[config.mk]
export PLATFORM = sky130hd
export DESIGN_NAME = pic_ctrl
export DESIGN_NICKNAME = d
export VERILOG_FILES = /design/src/pic_pkg.sv /design/src/pic_ctrl.sv
export SDC_FILE = /design/constraint.sdc
export NUM_CORES = 1
export LEC_CHECK = 0
export ABC_AREA = 0
export BUFFER_PORTS_ARGS = -buffer_cell sky130_fd_sc_hd__buf_2
export CAP_MARGIN = 0
export CORE_AREA = 3 3 40 42
export CTS_CLUSTER_SIZE = 20
export DETAILED_ROUTE_END_ITERATION = 8
export DIE_AREA = 0 0 43 45
export SETUP_SLACK_MARGIN = 0.02
export SYNTH_ARGS = -nofsm -noshare
export SYNTH_HDL_FRONTEND = slang
export SYNTH_SLANG_ARGS = --single-unit
[constraint.sdc]
create_clock -name clk -period 1.7 [get_ports clk]
set_input_delay 0.17 -clock clk [delete_from_list [all_inputs] [get_ports clk]]
set_output_delay 0.17 -clock clk [all_outputs]
set_load 0.01 [all_outputs]
[src/pic_pkg.sv]
// Shared types and constants of the prioritized interrupt controller.
// Used by pic_ctrl, pic_datapath and the top level; no dependencies.
package pic_pkg;

	localparam int PIC_NUM_IRQ = 896;
	localparam int PIC_NUM_CPU = 8;

	// request kinds
	localparam logic [1:0] REQ_READ  = 2'd0;
	localparam logic [1:0] REQ_WRITE = 2'd1;
	localparam logic [1:0] REQ_LINE  = 2'd2;

	// register map
	localparam logic [14:0] OFF_EVENT    = 15'h2004;
	localparam logic [14:0] OFF_IPI_SEND = 15'h2008;
	localparam logic [14:0] OFF_IPI_ACK  = 15'h200c;
	localparam logic [14:0] OFF_IPI_MSET = 15'h2024;
	localparam logic [14:0] OFF_IPI_MCLR = 15'h2028;
	localparam logic [14:0] OFF_TARGET   = 15'h3000;
	localparam logic [14:0] OFF_BANK     = 15'h4000;
	localparam logic [14:0] OFF_BANK_END = 15'h4200;

	// bank selects within the bank region
	localparam logic [1:0] BANK_SW_SET   = 2'd0;
	localparam logic [1:0] BANK_SW_CLR   = 2'd1;
	localparam logic [1:0] BANK_MASK_SET = 2'd2;
	localparam logic [1:0] BANK_MASK_CLR = 2'd3;

	// event word types and IPI numbers
	localparam logic [15:0] EVT_HW    = 16'd1;
	localparam logic [15:0] EVT_IPI   = 16'd4;
	localparam logic [15:0] IPI_OTHER = 16'd1;
	localparam logic [15:0] IPI_SELF  = 16'd2;

	typedef enum logic [2:0] {
		ST_IDLE,
		ST_ACCESS,
		ST_SCAN,
		ST_FINISH,
		ST_REPORT
	} pic_state_t;

	typedef struct packed {
		logic cap_en;
		logic access_en;
		logic scan_en;
		logic finish_en;
		logic out_load;
	} pic_cmd_t;

	typedef struct packed {
		logic scan_last;
	} pic_status_t;

endpackage

[src/pic_ctrl.sv]
// Sequencer of the interrupt controller: handshakes and step order.
// Depends on pic_pkg; drives pic_datapath through pic_cmd_t.
module pic_ctrl import pic_pkg::*; (
	input  logic        clk,
	input  logic        arst_n,
	input  logic        in_valid,
	output logic        in_ready,
	output logic        out_valid,
	input  logic        out_ready,
	output pic_cmd_t    cmd,
	input  pic_status_t status
);

	pic_state_t state_q, state_next;
	logic out_valid_q;

	// state and output valid registers
	always_ff @(posedge clk or negedge arst_n) begin
		if (!arst_n) begin
			state_q <= ST_IDLE;
			out_valid_q <= 1'b0;
		end else begin
			state_q <= state_next;
			if (cmd.out_load)
				out_valid_q <= 1'b1;
			else if (out_ready)
				out_valid_q <= 1'b0;
		end
	end

	// next state and commands
	always_comb begin
		state_next = state_q;
		cmd = '0;
		in_ready = 1'b0;
		case (state_q)
			ST_IDLE: begin
				in_ready = 1'b1;
				if (in_valid) begin
					cmd.cap_en = 1'b1;
					state_next = ST_ACCESS;
				end
			end
			ST_ACCESS: begin
				cmd.access_en = 1'b1;
				state_next = ST_SCAN;
			end
			ST_SCAN: begin
				cmd.scan_en = 1'b1;
				if (status.scan_last)
					state_next = ST_FINISH;
			end
			ST_FINISH: begin
				cmd.finish_en = 1'b1;
				state_next = ST_REPORT;
			end
			ST_REPORT: begin
				// hold until the output register is free
				if (!out_valid_q || out_ready) begin
					cmd.out_load = 1'b1;
					state_next = ST_IDLE;
				end
			end
			default: state_next = ST_IDLE;
		endcase
	end

	assign out_valid = out_valid_q;

endmodule

After elaboration in Yosys (flattened, before gate mapping)
Cells that the tools add are included.
{"block": "totals", "ff_bits": 4, "output_inout_bits": 7, "word_cells": 28}
{"block": "op_classes", "reduce_logical": 5, "n_eq_ne": 7, "muxes": 14}
{"op": "$pmux 3 s5", "count": 1}
{"op": "$mux 1", "count": 10}
{"op": "$mux 3", "count": 3}
{"op": "$eq 3x2->1 const B", "count": 2}
{"op": "$ne 2x2->1 const B", "count": 3}
{"op": "$eq 3x1->1 const B", "count": 1}
{"op": "$eq 3x3->1 const B", "count": 1}
{"op": "$logic_not 3->1", "count": 1}
{"op": "$reduce_and 3->1", "count": 1}
{"op": "$reduce_bool 2->1", "count": 1}
{"op": "$logic_not 1->1", "count": 1}
{"op": "$logic_or 1x1->1", "count": 1}

Logic depth before layout (Yosys ltp)
Gate-level depths: netlist of the first run.
{"block": "logic_depth", "depth_word": 5, "mapped_depth": 3, "mapped_depth_nobuf": 2}

Worst setup path after synthesis of the first run
Ideal clock, no wire load.
{"block": "synth_timing", "path_type": "flip-flop to output port", "startpoint": "reg state_q[1]", "endpoint": "out cmd[4] in the netlist's numbering", "n_path_buf": 1, "slack_ns": 0.480, "t_arrival_ns": 1.050, "path_stages_with_launch": 4, "path_cell_list": "dfrtp_1 > buf_2 > nor3_1 > and2_1"}
{"element": "start, declared", "line_no": "pic_ctrl.sv:14", "text": "pic_state_t state_q, state_next;"}
{"element": "start signal, assigned", "line_no": "pic_ctrl.sv:23", "text": "state_q <= state_next;"}
{"element": "end, declared", "line_no": "pic_ctrl.sv:10", "text": "output pic_cmd_t cmd,"}

==> results.txt, run 1 <==
* Actual slew at the worst max-slew pin: roughly 0.23 ns
- For the worst setup path, the data required time is between 1.5 and 2 ns.
- Switch share: between 30% and 40%
* Mux contribution to synthesized area: 4.624%
- Largest buffer count on any clock path: 2
- Fraction of the core area covered by cells at the end of the flow: approximately a quarter
- Counting cells, the worst reg-to-reg path comes to 2.
* Setup repair after global routing missed its margin: false
- Tracing the worst setup path back leads to its startpoint at state_q[0].
* Worst clock skew on the final layout: about 0.0028 ns
- Reg2reg setup slack: between 0.6 and 0.7 ns
* Sum of net half-perimeters after detailed placement: ~330 µm
- Placed Instances: 44
* Setup_tns: 0 ns
- The number of global-route vias before repair was 200.
- Total congestion overflow: 0
- First-pass GRT wire length: between 700 and 800 µm
* Area share of and/or/nand/nor cells after synthesis: between 30% and 40%
* Post-synthesis xor/xnor area fraction: between 4 and 5%
- 0 antenna diodes ended up in the layout.
- The congestion estimate from routability-driven global placement came to between 0.6 and 0.7.
* Number of warnings reported in the yosys synthesis log: 0
- Number of routed nets with antenna violations: 0
- After synthesis the cells add up to between 200 and 250 µm².
- Average footprint of a synthesized cell: around 11 µm²
* Leakage Power: around 0.00017 µW
- Slew Limit Headroom: a little over four fifths
* CTS root buf: clkbuf_4
- Arrival time at the worst endpoint: 1.34 ns
- Maximum number of pins on one net before global-route repair: 8
- Post-layout nets: 40
* Worst setup path class: reg -> out
- Die width: around 43 µm
- STA classifies the critical path startpoint as a register.
- Fin Hold WS: around 0.26 ns
- The post-route netlist has 51.52% of its cells at a drive strength greater than 1.
- Shortest clock period the worst path allows after layout: 1.509 ns
- Sequential element share of the synthesized area: a little under half
* Power share of the sequential group: 36.0%
- Worst Hold Class: in -> reg
- DR iter-0 viols: 0
* Internal Pwr Total: approximately 360 µW
* Number of I/O pins: 12
* Area of the die: 1935 µm²
- Synthesis handed over a netlist of 20 instances.
* Critical path peak fanout: 7
* Clock transition time at the flip-flop clock pins of the worst setup and hold paths: approximately 0.040 ns
* Startpoint of the most critical hold path: out_ready
- Core area: ~1300 µm²
* Final Max Slew Viols: 0
- Area growth from synthesis to layout: 43.35%
* Final hold viol count: 0
- Of the total synthesized cell area, the portion taken by full adders, half adders and majority gates is 0%.
* Via count: approximately 190
- Hold depth: 3
- Based on the critical path, the design can be clocked at up to ~660 MHz.
* Iteration count of the initial detailed-routing pass: 1
- Counting the buffers created by CTS gives 3.
- H-Tree Level Count: 1
* Post-CTS setup buffers: 0
- Max-cap violations in this run came to 0.
- Critical path capture point type: primary output
- FF-to-FF Start: state_q[0]
* Peak VDD IR: 0.0007448 V
- Combinational family with the most area after synthesis: simple AND/OR/NAND/NOR gates
- TritonCTS built the clock tree.
* Run status: finished, final reports clean
* Post-route DRC violation count: 0
* Count of different cell masters after synthesis: 15
* Post-synthesis register bit count: 4
* Antenna violations before repair: 0
- The routed design has ~430 µm of wire.
- Routed wire per std cell: approximately 9.0 µm
- Clock latency of the later-clocked register in the worst-skew pair: ~0.23 ns
- In this run, the clock network consumes just over 20% of the power.
* Via count normalized by instance count: roughly 3.9
- # rows: 13
- In this run the power spent charging and discharging nets is approximately 210 µW.
- Counting every net in the synthesized netlist gives 25.
* Period Utilization, post-route: just under 90%
* Area fraction in compound gates after synthesis: 5.202%
- Setup violations remaining at the end of the flow were counted as 0.
- Overall track demand over capacity in global routing: under 10%
- Total power per unit cell area: between 1500 and 2000 nW/µm²
* Number of standard cells in the layout, taps in and fillers out: 48
* Share of power burned in combinational logic: about 44%
- Counting every sink on the clock net gives 4.
* Die height: between 40 and 50 µm
- The initial utilization of the core area, before any placement, comes to between 15 and 20%.
- In this run the tool buffered the top-level ports with 11 buffer cells.
[power by group through the flow]
stage          Clock (µW)  Sequential, µW  Combinational, µW
6_report              115             205                250
5_1_grt               131             215                283
4_1_cts               121             208                256
3_5_place_dp            0             209                253
3_3_place_gp            0             209                252
2_1_floorplan           0             180                202
[sequential cells by signal (all words and copies together) (netlist names)]
name / count
out_valid: 1
state_q: 3
[metal layers]
| layer | vias up | share of wire (%) | global-route usage (%) |
|---|---|---|---|
| li1 | 93 | - | - |
| met1 | 80 | 45 | 7.090 |
| met2 | 12 | 44 | 6.886 |
| met3 | 0 | 12 | 3.586 |
| met4 | 0 | 0 | 5.422 |
| met5 | - | 0 | 0 |
[Yosys cell counts, drive strengths merged]
cell,number,area share [%]
o21bai,1,5.2
and2,1,2.9
or3b,1,5.2
mux2i,1,4.6
buf,2,5.8
dfrtp,4,46
nor3b,2,6.9
nand2b,1,2.9
nor2,1,1.7
nor2b,1,4.0
and3b,1,4.0
nor3,2,4.6
xnor2,1,4.0
nand2,1,1.7
[cells in the final DEF (no fill, tap or decap), drive strengths merged, types with 2 or more instances in the layout]
cell / Yosys / final
nor3b: 2 / 2
clkbuf: 0 / 3
nor3: 2 / 2
dfrtp: 4 / 4
buf: 2 / 11
[area by class of cell]
| cell class | count | area [µm²] |
|---|---|---|
| Fill cell | 137 | 974.7 |
| Multi-Input combinational cell | 14 | 103.9 |
| Sequential cell | 4 | 100.1 |
| Timing Repair Buffer | 12 | 65.06 |
| Clock buffer | 3 | 22.52 |
| Tap cell | 15 | 18.77 |
[metrics by stage]
stage / worst slack [ns] / area, µm² / power [µW]
2_1_floorplan: 0.4802 / 216.5 / 381.4
6_report: 0.1911 / 310.3 / 571.3
5_1_grt: 0.1293 / 310.3 / 629.0
3_5_place_dp: 0.4268 / 277.8 / 461.9
4_1_cts: 0.1737 / 310.3 / 585.0
3_3_place_gp: 0.4323 / 277.8 / 460.5
[repair_timing]
| item | in CTS | in global routing |
|---|---|---|
| resized for setup | 0 | 0 |
| endpoints found under the hold margin | 4 | 0 |
| hold buffers | 1 | 0 |
[path summary, 6_finish.rpt]
path / end
max: cmd[0]
min: out_valid
min reg2reg: out_valid
max in group asynchronous: state_q[0]
min in group asynchronous: out_valid
max reg2reg: state_q[2]
[logic make-up after synthesis]
logic type	Yosys count
xor gates and xnor gates	1
DFF	4
AOI/OAI and AO/OA	1
and+or+nand+nor	11
muxes	1
buffers and inverters	2
[critical path, cell delays in order (launching register included)]
cell and delay (ns):
dfrtp_1 0.44, or3b_4 0.44, nor2b_2 0.10, buf_2 0.12
No activity file was read; power rests on OpenSTA's default activity.
==> inputs of run 2 (changes only) <==
--- a/config.mk
+++ b/config.mk
@@ -12,6 +12,7 @@
 export CTS_CLUSTER_SIZE = 20
 export DETAILED_ROUTE_END_ITERATION = 8
 export DIE_AREA = 0 0 43 45
+export PLACE_DENSITY = 0.39
 export SETUP_SLACK_MARGIN = 0.02
 export SYNTH_ARGS = -nofsm -noshare
 export SYNTH_HDL_FRONTEND = slang
==> run 2 against run 1 <==
Wire length rose by 13%. Total power rose by 2.1%. Clock-buffer cell count did not move. Combinational power rose by 3%. Die area did not move. Register-to-register slack barely moved.
==> results.txt, run 2 (synthesis gave the netlist of run 1 again) <==
- Run status: finished, final reports clean
- The layout overhead on the synthesized area was 43.35% (unchanged).
- Area of the die: 1935 µm² (unchanged)
* Iteration count of the initial detailed-routing pass: 2 (+1)
- Setup repair after global routing missed its margin: false
- Number of gates resized after cts: 0 (unchanged)
- The remaining design rule violation count is 0 (unchanged).
- The via count normalized by instance count is 3.958 (+2.7%).
- The worst setup path is launched from a register.
- The initial standard-cell utilization of the core was 16.85% (unchanged).
- The initial antenna violation count is 0 (unchanged).
* First-pass GRT wire length: 890 µm (+15%)
- Final hold viol count: 0 (unchanged)
* Max_cap viols: 0 (unchanged)
- Top reg by flops: state_q
- The final wirelength came to 488 µm (+13%).
* Period Utilization, post-route: 89.29% (+0.53 points)
* Slowest cell on the critical path: dfrtp_1
* Critical path peak fanout: 7 (unchanged)
- Fin Hold WS: 0.2408 ns (-0.02360 ns)
- In the layout the commonest cells are buf_2, dfrtp_1, clkbuf_4, nor3b_1, nor3_1.
* Actual slew at the worst max-slew pin: 0.2271 ns (-0.007018 ns)
* Crit path required time: 1.53 ns (about the same)
- CTS root buf: clkbuf_4
- The count of port buffers added during placement came to 11 (unchanged).
- The fraction of layout cells with a size suffix above 1 is 51.52% (unchanged).
- The core area came to 1285 µm² (unchanged).
* Leakage Power: 0.0001674 µW (unchanged)
* Final Max Slew Viols: 0 (unchanged)
* Vias in the first global route: 204 (+2.0%)
- Largest buffer count on any clock path: 2 (unchanged)
* Worst setup path class: reg -> out
- The buffering stage count on the worst path with inverters included is 1 (unchanged).
- Total area of multi-input combinational cells: 103.9 µm² (unchanged)
- Final GP Congestion: 0.6048 (+0.78%)
- Worst clock skew on the final layout: 0.001137 ns (-0.001638 ns)
- The design area was 310.3 µm² (unchanged).
- Sequential Area: 100.1 µm² (unchanged)
- Maximum number of pins on one net before global-route repair: 8 (unchanged)
- The average wire per standard cell was 10.17 µm (+13%).
- Antenna diodes: 0 (unchanged)
* Overall track demand over capacity in global routing: 6.928% (+1.1 points)
- Arrival time at the worst endpoint: 1.35 ns (about the same)
* Maximum cell stage delay along the critical path: 0.44 ns (about the same)
* Clock latency of the later-clocked register in the worst-skew pair: 0.24 ns (about the same)
- The cell area after placement came to 277.8 µm² (unchanged).
- Total power per unit cell area: 1880 nW/µm² (+2.1%)
- Number of I/O pins: 12 (unchanged)
- Sum of net half-perimeters after detailed placement: 366.6 µm (+10%)
- Die height: 45 µm (unchanged)
* Die width: 43 µm (unchanged)
- Shortest clock period the worst path allows after layout: 1.518 ns (+0.009000 ns)
* Setup_tns: 0 ns (unchanged)
- The clock-pin slew on the worst setup and hold paths came to 0.04 ns (about the same).
- DR iter-0 viols: 4 (+4)
- The critical path goes through or3b_4 > nor2b_2 > buf_2.
- The top achievable clock speed came to 658.8 MHz (-0.59%).
* Final-report setup violation count: 0 (unchanged)
* Max FFs per register: 3 (unchanged)
- The relative slew slack was 84.86% (+0.47 points).
* Via count: 190 (+2.7%)
- The library cell used most frequently in the layout, excluding fill and tap cells, is buf_2.
* Worst Hold Class: in -> reg
* CTS Buf Count: 3 (unchanged)
- The remaining antenna violation count after routing is 0 (unchanged).
- On the critical path the largest part of the delay comes from simple AND/OR/NAND/NOR gates.
- The share of the core filled with cells came to 24.15% (unchanged).
- Post-layout nets: 40 (unchanged)
* H-Tree Level Count: 1 (unchanged)
* # rows: 13 (unchanged)
- Total congestion overflow: 0 (unchanged)
* Fillcell total: 141 (+2.9%)
* Peak VDD IR: 0.0006004 V (-19%)
- The number of sinks driven by the clock tree was 4 (unchanged).
- TritonCTS built the clock tree.
* Critical path capture point type: primary output
==> run 2: cell counts in the layout (fill, tap and decap cells not counted) <==
No cell type changed its count.
==> run 2: per-layer routing <==
metal  GRT usage [%]  vias up  part of all wire, %
met5               0        -                    0
met4           7.229        0                  3.3
met3           5.578        2                   14
met2           8.084       14                   39
met1           7.282       82                   43
li1                -       92                    -
==> run 2: repair_timing <==
item	CTS	global route
endpoints found under the hold margin	4	0
setup endpoints to repair	0	0
setup buffers	0	0
hold buffers	1	0
==> run 2: power breakdown <==
group | leakage, µW | total (µW) | switching [µW] | internal (µW)
combinational | 0.000102 | 258 | 119 | 139
sequential | 0.0000518 | 204 | 64.1 | 140
clock | 0.0000138 | 121 | 42.0 | 79.2
total | 0.000167 | 583 | 225 | 358
==> run 2: stage by stage <==
step / power, µW / worst slack (ns) / std cells
floorplan: 381.4 / 0.4802 / 20
global placement: 460.7 / 0.4335 / 44
detailed placement: 463.4 / 0.4230 / 44
CTS: 595.3 / 0.1655 / 48
global route: 644.9 / 0.1061 / 48
finish: 583.2 / 0.1821 / 48
==> run 2: area by class of cell <==
class                   instances  area share (%)
clock buffers                   3           7.258
repair buffers                 12           20.97
well taps                      15           6.048
flip-flops and latches          4           32.26
multi-input cells              14           33.47
==> run 2: tightest hold or removal path, stage by stage <==
cell and delay, ns:
buf_2 0.07, nand2b_1 0.13, nand2_1 0.06
==> run 2: final timing paths <==
path	startpoint	end	slack, ns	cells after the start
max	state_q[0]	cmd[0]	0.18	3
min	out_ready	out_valid	0.24	3
max reg2reg	state_q[0]	state_q[2]	0.64	2
min reg2reg	out_valid	out_valid	0.53	2
max in group asynchronous	arst_n	state_q[1]	1.31	2
min in group asynchronous	arst_n	out_valid	0.27	2
==> inputs of run 3 (changes only) <==
==> constraint.sdc (replaced) <==
create_clock -name clk -period 1.7 [get_ports clk]
set_input_delay 0.34 -clock clk [delete_from_list [all_inputs] [get_ports clk]]
set_output_delay 0.34 -clock clk [all_outputs]
set_load 0.01 [all_outputs]
==> run 3 against run 2 <==
First-iteration DRC count is 25% higher. Worst setup slack worse by 0.11 ns. Highest routed layer unchanged. Total power grew 19%.
==> results.txt, run 3 (synthesis gave the netlist of run 1 again) <==
- Critical path capture point type: primary output
- Initial Utilization: 16.85% (unchanged)
* Total Routed Length: 564 µm (+16%)
* Final-report setup violation count: 0 (unchanged)
- The final critical path time including I/O delays and setup was 1.627 ns (+0.1092 ns).
- The area growth from synthesis to layout is 64.74%.
* Leakage Power: 0.0001898 µW (+13%)
- The part of the cycle the worst path needs was 95.72% (+6.4 points).
- The die footprint was 1935 µm² (unchanged).
- The largest clock skew in the final design came to 0.001936 ns (+0.0007986 ns).
- Share of post-route cells with drive strength above 1: 68.42% (+17 points)
- The number of sinks driven by the clock tree is 4 (unchanged).
- H-Tree Level Count: 1 (unchanged)
* Sum of net half-perimeters after detailed placement: 366.6 µm (unchanged)
- The number of max-cap violations was 0 (unchanged).
- Maximum number of pins on one net before global-route repair: 8 (unchanged)
* Startpoint of the most critical hold path: out_ready
- For hold timing, the worst endpoint is out_valid.
- Crit path required time: 1.36 ns (-0.17 ns)
* FMAX: 614.6 MHz (-6.7%)
- Critical path startpoint category: register
* Fin Hold WS: 0.4089 ns (+0.1681 ns)
- Largest buffer count on any clock path: 2 (unchanged)
* Top reg by flops: state_q
- Die width: 43 µm (unchanged)
* Critical path peak fanout: 5 (-2)
- Final GP Congestion: 0.6048 (unchanged)
* Worst Hold Class: in -> reg
* Total congestion overflow: 0 (unchanged)
- CTS root buf: clkbuf_4
* Vias in the first global route: 213 (+4.4%)
- FF-to-FF Start: state_q[0]
- # rows: 13 (unchanged)
* Core area: 1285 µm² (unchanged)
- Number of cells traversed by the worst register-to-register path: 3 (+1)
- Reg-to-Reg End: state_q[2]
- The most critical setup path has its startpoint at state_q[1].
* Via count normalized by instance count: 4.057 (+2.5%)
- Clock latency of the later-clocked register in the worst-skew pair: 0.24 ns (about the same)
- The combined global-route utilization of all metal layers was 7.262% (+0.33 points).
- Antenna diodes: 0 (unchanged)
- Reg2reg setup slack: 0.68 ns (+0.04 ns)
* Run status: finished, final reports clean
- TritonCTS clock tree: built
* Setup repair after global routing missed its margin: true
- The power per unit of standard cell area is 1942 nW/µm² (+3.3%).
- Max FFs per register: 3 (unchanged)
- The worst vdd rail ir drop came to 0.0007213 V (+20%).
* Iteration count of the initial detailed-routing pass: 2 (unchanged)
* Actual slew at the worst max-slew pin: 0.1687 ns (-0.05844 ns)
- Post-route DRC violation count: 0 (unchanged)
- Setup_tns: 0 ns (unchanged)
* Worst setup path class: reg -> out
- The number of buffers inserted during clock tree synthesis came to 3 (unchanged).
* Most common cell after layout, fill and taps aside: buf_2
- Die height: 45 µm (unchanged)
- Arrival time at the worst endpoint: 1.29 ns (-0.06 ns)
- Highest-count cells in the layout ignoring fill and taps: buf_2, buf_4, clkbuf_4, dfrtp_2, nor3b_1
* First-pass GRT wire length: 938 µm (+5.4%)
* Final hold viol count: 0 (unchanged)
- The number of violations reported at the end of detailed-routing iteration 0 is 5 (+1).
- Hold depth: 3 (unchanged)
- Final Max Slew Viols: 0 (unchanged)
- Clock transition time at the flip-flop clock pins of the worst setup and hold paths: 0.04 ns (about the same)
* Slew Limit Headroom: 88.73% (+3.9 points)
* Routed wire per std cell: 10.64 µm (+4.7%)
- The number of nets in the finished design is 45 (+13%).
- Fraction of the core area covered by cells at the end of the flow: 27.75% (+3.6 points)
- Number of I/O pins: 12 (unchanged)
- The count of port buffers added during placement came to 11 (unchanged).
- The remaining antenna violation count after routing is 0 (unchanged).
- Antenna violations before repair: 0 (unchanged)
- The overall via count from detail_route was 215 (+13%).
[run 3: cell count changes in the layout (fill, tap and decap cells not counted)]
cell / previous run / this run
buf_4: 0 / 5
dfrtp_1: 4 / 1
dfrtp_2: 0 / 3
nor3_1: 2 / 1
nor3_2: 0 / 1
[run 3: worst max-delay path by stage]
stage               endpoint  slack (ns)  depth (start not counted)
floorplan             cmd[4]        0.31                          3
global placement      cmd[0]        0.26                          3
detailed placement    cmd[0]        0.25                          3
CTS                   cmd[0]        0.02                          3
global route          cmd[0]        0.01                          3
finish                cmd[0]        0.07                          3
[run 3: per-layer routing]
layer	global-route usage, %	vias to the layer above	wire, µm	share of wire (%)
li1	-	102	-	-
met1	7.767	97	246	44
met2	8.683	14	233	41
met3	5.578	2	68	12
met4	7.229	0	16	2.8
met5	0	-	0	0
[run 3: per-stage QoR]
step | total power [µW] | cells | setup slack, ns | cell area [µm²]
after global placement | 460.7 | 44 | 0.2635 | 277.8
final | 692.6 | 53 | 0.07281 | 356.6
after detailed placement | 463.4 | 44 | 0.2530 | 277.8
after floorplan | 381.4 | 20 | 0.3102 | 216.5
after CTS | 637.3 | 50 | 0.02160 | 327.8
after global routing | 755.6 | 53 | 0.01390 | 356.6
[run 3: repair_timing]
| item | in CTS | in global routing |
|---|---|---|
| hold endpoints to repair | 4 | 0 |
| pin swaps | 0 | 0 |
| endpoints found under the setup margin | 1 | 2 |
| hold buffers | 1 | 0 |
| buffers inserted | 2 | 3 |
| gates cloned | 0 | 0 |
| resized for setup | 2 | 2 |
[run 3: area by class of cell]
type | instances | area [µm²]
well taps | 15 | 18.77
clock buffers | 3 | 22.52
multi-input cells | 14 | 108.9
fillers | 139 | 928.4
repair buffers | 17 | 102.6
flip-flops and latches | 4 | 103.9
[run 3: worst max-delay path: stages (launching register included)]
cell and delay, ns:
dfrtp_2 0.42, or3b_4 0.40, nor2b_2 0.11, buf_2 0.13
[run 3: report_power, final]
| group | switching (µW) | internal, µW | leakage [µW] |
|---|---|---|---|
| Combinational | 176 | 213 | 0.000128 |
| Sequential | 34.9 | 146 | 0.0000479 |
| Clock | 43.3 | 79.3 | 0.0000138 |
